## src/design/rbp_pkg.sv

```systemverilog
// ----------------------------------------------------------------------------
// rbp_pkg
// Shared sizes, types and codes of the recycling buffer pool.
// ----------------------------------------------------------------------------
package rbp_pkg;

    localparam int POOL_DEPTH  = 16;
    localparam int USE_DEPTH   = 64;
    localparam int SIZE_BITS   = 32;
    localparam int HANDLE_BITS = 48;
    localparam int RATIO_BITS  = 9;
    localparam int THRESH_BITS = 5;
    localparam int RATIO_SHIFT = 8;

    localparam int PCNT_W = $clog2(POOL_DEPTH + 1);
    localparam int UIDX_W = $clog2(USE_DEPTH);
    localparam int CFG_W  = RATIO_BITS;

    localparam logic CFG_RATIO  = 1'b0;
    localparam logic CFG_THRESH = 1'b1;

    localparam logic REQ_ALLOC = 1'b0;

    localparam logic [2:0] ST_REUSED  = 3'd0;
    localparam logic [2:0] ST_FRESH   = 3'd1;
    localparam logic [2:0] ST_POOLED  = 3'd2;
    localparam logic [2:0] ST_UNKNOWN = 3'd3;
    localparam logic [2:0] ST_PFULL   = 3'd4;
    localparam logic [2:0] ST_UFULL   = 3'd5;

    typedef struct packed {
        logic [SIZE_BITS-1:0]   size;
        logic [HANDLE_BITS-1:0] handle;
    } entry_t;

    // Commands from the sequencer to the pool chain.
    typedef struct packed {
        logic   shift;     // every cell takes its neighbor, head leaves
        logic   reinsert;  // the leaving head goes back in at the tail
        logic   push;      // append push_entry at the tail
        entry_t push_entry;
    } pool_ctl_t;

    typedef enum logic [2:0] {
        S_IDLE,
        S_SLOT,
        S_POOL1,
        S_POOL2,
        S_URD,
        S_UCMP,
        S_FIN
    } state_t;

endpackage

```

## src/design/rbp_cell.sv

```systemverilog
// ----------------------------------------------------------------------------
// rbp_cell
// One pool cell: holds an entry, loads from its neighbor or the tail input.
// ----------------------------------------------------------------------------
module rbp_cell (
    input  logic            clk,
    input  logic            take_nb,
    input  logic            take_ins,
    input  rbp_pkg::entry_t nb_entry,
    input  rbp_pkg::entry_t ins_entry,
    output rbp_pkg::entry_t entry
);
    import rbp_pkg::*;

    entry_t entry_reg;
    entry_t entry_next;

    // Select the source of the stored entry.
    always_comb
    begin
        entry_next = entry_reg;
        if (take_ins)
        begin
            entry_next = ins_entry;
        end
        else if (take_nb)
        begin
            entry_next = nb_entry;
        end
    end

    always_ff @(posedge clk)
    begin
        entry_reg <= entry_next;
    end

    assign entry = entry_reg;

endmodule

```

## src/design/rbp_pool.sv

```systemverilog
// ----------------------------------------------------------------------------
// rbp_pool
// Ordered free pool as a chain of cells that rotates toward the head.
// ----------------------------------------------------------------------------
module rbp_pool (
    input  logic                      clk,
    input  logic                      rst_n,
    input  rbp_pkg::pool_ctl_t        ctl,
    output rbp_pkg::entry_t           head,
    output logic [rbp_pkg::PCNT_W-1:0] count
);
    import rbp_pkg::*;

    entry_t             cells [POOL_DEPTH];
    entry_t             ins_entry;
    logic [PCNT_W-1:0]  count_reg;
    logic [PCNT_W-1:0]  count_next;

    // The tail input is either the rotating head or a pushed entry.
    assign ins_entry = ctl.push ? ctl.push_entry : cells[0];

    genvar i;
    generate
        for (i = 0; i < POOL_DEPTH; i++)
        begin : g_cell
            logic take_ins;
            logic take_nb;
            entry_t nb;

            assign take_ins = (ctl.shift && ctl.reinsert &&
                               (count_reg == PCNT_W'(i + 1))) ||
                              (ctl.push && (count_reg == PCNT_W'(i)));
            assign take_nb  = ctl.shift && !take_ins;

            if (i == POOL_DEPTH - 1)
            begin : g_last
                assign nb = ins_entry;
            end
            else
            begin : g_mid
                assign nb = cells[i + 1];
            end

            rbp_cell u_cell (
                .clk       (clk),
                .take_nb   (take_nb),
                .take_ins  (take_ins),
                .nb_entry  (nb),
                .ins_entry (ins_entry),
                .entry     (cells[i])
            );
        end
    endgenerate

    // Occupancy follows drops and pushes.
    always_comb
    begin
        count_next = count_reg;
        if (ctl.shift && !ctl.reinsert)
        begin
            count_next = count_reg - PCNT_W'(1);
        end
        else if (ctl.push)
        begin
            count_next = count_reg + PCNT_W'(1);
        end
    end

    always_ff @(posedge clk or negedge rst_n)
    begin
        if (!rst_n)
        begin
            count_reg <= '0;
        end
        else
        begin
            count_reg <= count_next;
        end
    end

    assign head  = cells[0];
    assign count = count_reg;

endmodule

```

## config.mk

```make
export PLATFORM = sky130hd
export DESIGN_NAME = rbp_pool
export DESIGN_NICKNAME = d
export VERILOG_FILES = /design/src/design/rbp_pkg.sv /design/src/design/rbp_cell.sv /design/src/design/rbp_pool.sv
export SDC_FILE = /design/constraint.sdc
export NUM_CORES = 1
export LEC_CHECK = 0
export BUFFER_PORTS_ARGS = -buffer_cell sky130_fd_sc_hd__buf_2
export CAP_MARGIN = 5
export CORE_MARGIN = 1.5
export CORE_UTILIZATION = 35
export DETAILED_ROUTE_END_ITERATION = 7
export GPL_TIMING_DRIVEN = 0
export PLACE_DENSITY = 0.55
export SLEW_MARGIN = 30
export SYNTH_ARGS = -nofsm -noshare
export SYNTH_HDL_FRONTEND = slang
export SYNTH_SLANG_ARGS = --single-unit
```

## constraint.sdc

```tcl
create_clock -name clk -period 5.97 [get_ports clk]
set_clock_uncertainty 0.1 [all_clocks]
set_input_delay 0.597 -clock clk [delete_from_list [all_inputs] [get_ports clk]]
set_output_delay 0.597 -clock clk [all_outputs]
set_load 0.03 [all_outputs]
```

* Yosys cells after proc, flatten, opt, wreduce, memory -nomap -nowiden
Index checks and enable logic that the tools add are counted.
** Word-level totals
- Bits in registers :: 1285
- Latch bits :: 0
- Bits in writable memories :: 0
- Memory bits (read-only) :: 0
- Bits of input ports :: 85
- Memories :: 0
** Operators by class
- Add/subtract/negate cells :: 2
- Multiply operators :: 0
- Divide/modulo/power cells :: 0
- Order comparisons :: 0
- Eq/ne operators :: 16
- Shift operators :: 0
- Mux-type cells :: 35
- Bitwise gates (word level) :: 0
- Reduce and logical (&&, ||, !) cells :: 101
** Operators by type and width (number)
- 80-bit 2-to-1 mux :: 33
- 1-bit logical AND :: 50
- 5-bit by 4-bit equality test with 1-bit output, second input constant :: 8
- 2-bit nonzero test :: 17
- 5-bit by 3-bit equality test with 1-bit output, second input constant :: 4
- 1-bit zero test :: 17
- 1-bit logical OR :: 16
- 5-bit by 2-bit equality test with 1-bit output, second input constant :: 2
- 5-bit 2-to-1 mux :: 2
- 5-bit by 1-bit adder with 5-bit output, second input constant :: 1
- 5-bit by 1-bit equality test with 1-bit output, second input constant :: 1
- 5-bit equality test, second input constant :: 1
- 5-bit zero test :: 1
- 5-bit by 1-bit subtractor with 5-bit output, second input constant :: 1

* Longest topological paths before layout
- Depth in word-level cells :: 7
- Depth in mapped cells :: 9
- Depth with buffers taken out :: 6

* By module
From an unflattened synthesis, not the netlist that was laid out.
** Unflattened totals
- Cells, all modules :: 2901
- Area, all modules :: 62083.3 um2
** Modules (own cells, without submodules)
- rbp_cell :: instances 16, cells each 170, area an instance 3777.4 um2, seq. area each 2402.3 um2
- rbp_pool :: instances 1, cells each 181, area an instance 1645.3 um2, seq. area each 125.1 um2

* Worst setup path after synthesis
Ideal clock, no wire load.
- Path kind :: reg2reg
- Start :: register count_reg[0], in the netlist count[0]
- End :: register g_cell[7].u_cell.entry_reg (netlist bit g_cell[7].u_cell.entry[0]), enable pin
- Setup time :: 535 ps
- Data arrival time :: 4851 ps
- Data required time :: 5335 ps
- Path slack :: 484 ps
- Cell stages (with the launch flop) :: 4
- Buffers on the path :: 0
- Clock period less this slack :: 5486 ps
- Path through :: dfrtp_1 ha_1 nand3b_1 o21bai_1
** On the way
- Longest elaborated chain between the ends :: 6
** RTL lines
- from (decl) :: line rbp_pool.sv:16 : logic [PCNT_W-1:0] count_reg;
- from (signal assigned) :: line rbp_pool.sv:77 : count_reg <= count_next;
- 5-bit by 4-bit equality test with 1-bit output / 5-bit by 3-bit equality test with 1-bit output (equally long branches) :: line rbp_pool.sv:31, rbp_pool.sv:32
- 1-bit logical AND (on tied branches) :: line rbp_pool.sv:30, rbp_pool.sv:32
- 1-bit logical OR * :: line rbp_pool.sv:31 : (count_reg == PCNT_W'(i + 1))) ||
- 1-bit zero test :: line rbp_pool.sv:33 : assign take_nb = ctl.shift && !take_ins;
- 1-bit logical AND :: line rbp_pool.sv:33
- 2-bit nonzero test (no source line) *
- to (signal assigned) :: line rbp_cell.sv:34 : entry_reg <= entry_next;
- to (decl) :: line rbp_cell.sv:15 : entry_t entry_reg;
Mark *: on every way between the ends. The rest lies on a longest branch, timed or not.
A chain may end at the register's enable or synchronous reset.

* Final worst setup path
- Start :: register count_reg[0], in the netlist count[0]
- End :: register g_cell[13].u_cell.entry_reg (netlist bit g_cell[13].u_cell.entry[67]), enable pin
** On the way
- Longest elaborated chain between the ends :: 6
** RTL lines (line)
- 5-bit by 4-bit equality test with 1-bit output (on tied branches) :: rbp_pool.sv:31, rbp_pool.sv:32
- 1-bit logical AND (on tied branches) :: rbp_pool.sv:30, rbp_pool.sv:32
- 1-bit logical OR * :: rbp_pool.sv:31
- 1-bit zero test :: rbp_pool.sv:33
- 1-bit logical AND :: rbp_pool.sv:33
- 2-bit nonzero test (no source line) *
- to (signal assigned) :: rbp_cell.sv:34
- to (decl) :: rbp_cell.sv:15
Marks and branches as above.

==> metrics.txt <==
DIE WIDTH 391 µm; antenna-violating nets left 0; Netlist cell types 37; Final WS setup 2.03 ns; CP top delay family simple AND/OR/NAND/NOR gates; Worst-Skew Late Latency slightly below 0.8 ns; Pins Over Slew Limit 0; Routed WL per cell 22.9 µm; DR vias 33700; xor and xnor area share after synthesis 0.000499; Rel. slew slack 0.300; LEAKAGE 22.3 nW; setup TNS 0 ns; Post-synth ARST share 0.00389; Hold Path End g_cell[15].u_cell.entry[75]; H-tree levels 4; hpwl dp between 100000 and 150000 µm; min Tclk post-route between 3 and 4 ns; Worst Path Max Fanout 33; Synth Area in Adders 0.00143; global placement routability congestion 0.816; FF-to-FF Start count[0]; crit path cell chain inv_1 -> ha_1 -> a32oi_1 -> nor3_4 -> buf_2 -> or2_4 -> buf_12; Seq/Total Area, Yosys 0.733; CTS tree built; DIE AREA 153000 µm²; largest family of logic cells by synthesized area compound AO/OA/AOI/OAI gates; Peak VDD IR between 0.3 and 0.4 mV; CP Launch Type register; IO Count between 150 and 200; DIE HEIGHT 391 µm; met3 Resource Use GR 0.0309; fin cells 6589; Max Cap Viol 0; Worst R2R Setup Slack between 2 and 2.5 ns; post-synthesis mux area share 0.0495; vias per inst 5.12; CP peak stage delay 0.78 ns; outcome complete, no violations; min-delay worst type input port to register; detailed-route DRC error count 0; Rows 142; kind of critical path register to register; Largest register FFs around 1300; Cell Pwr Density between 400 and 500 nW/µm²; pre-CTS setup slack approximately 1.8 ns; global-route wire length before repair 221000 µm; ys flop type edfxtp_1; GRT overflow 0; fmax 0.254 GHz; Post-DP Area 57400 µm²; M2 GR Usage 0.337; Setup-failing EPs final 0; Slowest-stage cell, CP nor3_4; sum of buffers and inverters on the critical path 3; gr busiest metal met2; final hold violation count 0; vias in the first global route 33100; Slew @ Worst Pin 1.05 ns; Root Driver clkbuf_16; number of detailed-route iterations in the first pass 8; Initial DRC Count 3155; post-route cell area 61600 µm²; Nets roughly 4600; Reg clk slew, reported paths approximately 0.060 ns; R2R depth 7; Arr. time, crit path ~4.3 ns; number of CTS-inserted buffers 138; post-CTS sizing 0; commonest cells after routing, fill and taps aside 1280 x edfxtp_1, 884 x nor2_1, 883 x a21oi_1; Yosys warnings 0; initial core utilization 0.352; hold path startpoint ctl[75]; Port Buffers 168; synthesized cell area between 50000 and 60000 µm²; Synth Area in Compound Gates 0.103; share of post-route cells with drive strength above 1 0.160; WP data required roughly 6.3 ns; CP Capture Type register; WL final roughly 150000 µm; initial antenna violation count 16; Simple-Gate Fraction of Synth Area 0.0792; GRT Total Usage 0.196; Tcrit/Tclk final 0.660; largest net degree at the start of global routing 41; Cells after DPL 6336; area of the core approximately 150000 µm²; post-synthesis register bit count 1285; Final Core Density 0.412; FF-to-FF End g_cell[13].u_cell.entry[67]; Syn Nets 4190; GR Util met1 0.251; P&R area growth vs syn 17.2%; CTS max path bufs 3; Power Total 28.4 mW; EDFF count, synth 1280; final hold slack between 0.2 and 0.25 ns; RSZ-0062 raised after global routing false; hold-critical path depth 3; clk sinks around 1300; commonest non-fill, non-tap cell in the layout edfxtp_1; cell count after synthesis 4099; Synth Area per Inst 12.8 µm²
[what timing repair did]
item                                   in CTS  in global routing
buffers inserted                            0                  0
hold buffers                                1                  0
endpoints found under the hold margin       5                  0
[Yosys cell counts (5+ instances only)]
library cell,n,area [µm²]
dfrtp_1,5,125
buf_2,140,701
nand2_1,163,612
mux2_2,160,1800
nor3_2,5,50.1
nor2_1,884,3320
clkbuf_1,197,739
or2_2,7,43.8
edfxtp_1,1280,38400
nand2b_1,7,43.8
a21oi_1,883,4420
ha_1,6,75.1
mux2i_1,80,801
inv_1,84,315
o21ai_0,163,816
o21bai_1,6,45.0
[worst min-delay path, stage by stage]
cell and delay, ns:
buf_2 0.07, mux2i_1 0.14, inv_1 0.14
[layout make-up]
type	count	area [µm²]
fill	14100	87900
clock buffer	180	3740
timing repair buffer	223	2120
clock inverter	67	498
buffer	338	1450
sequential	1285	38600
antenna	4	10.0
inverter	84	315
tap	2016	2520
multi-input combinational	2392	12400
[per-layer routing]
metal / part of all wire / vias up
met5: 0.000053 / -
met4: 0.030 / 2
met3: 0.064 / 220
met2: 0.50 / 1029
met1: 0.41 / 17000
li1: - / 15500
[power breakdown]
part           internal, mW  switching, mW
registers              13.1          0.654
logic                  2.04           4.46
clock network          4.67           3.54
total                  19.8           8.66
[worst max-delay path by stage]
stage / startpoint / end / slack, ns / cells after the start
final: count[0] / g_cell[13].u_cell.entry[67] / 2.03 / 7
after global routing: count[0] / g_cell[13].u_cell.entry[67] / 1.94 / 7
after CTS: count[0] / g_cell[13].u_cell.entry[35] / 2.07 / 7
after detailed placement: ctl[80] / g_cell[0].u_cell.entry[29] / 1.84 / 6
after global placement: ctl[80] / g_cell[11].u_cell.entry[39] / -3.37 / 3
after floorplan: count[0] / g_cell[7].u_cell.entry[0] / 0.48 / 3
[cells by family after synthesis]
| group | after synthesis |
|---|---|
| buffers and inverters | 422 |
| XOR/XNOR | 3 |
| AND/OR/NAND/NOR | 1079 |
| adder cells (fa/ha/maj) | 6 |
| flip-flops | 1285 |
| multiplexers | 240 |
| AO/OA/AOI/OAI | 1064 |
(Power assumes the default switching activity.)
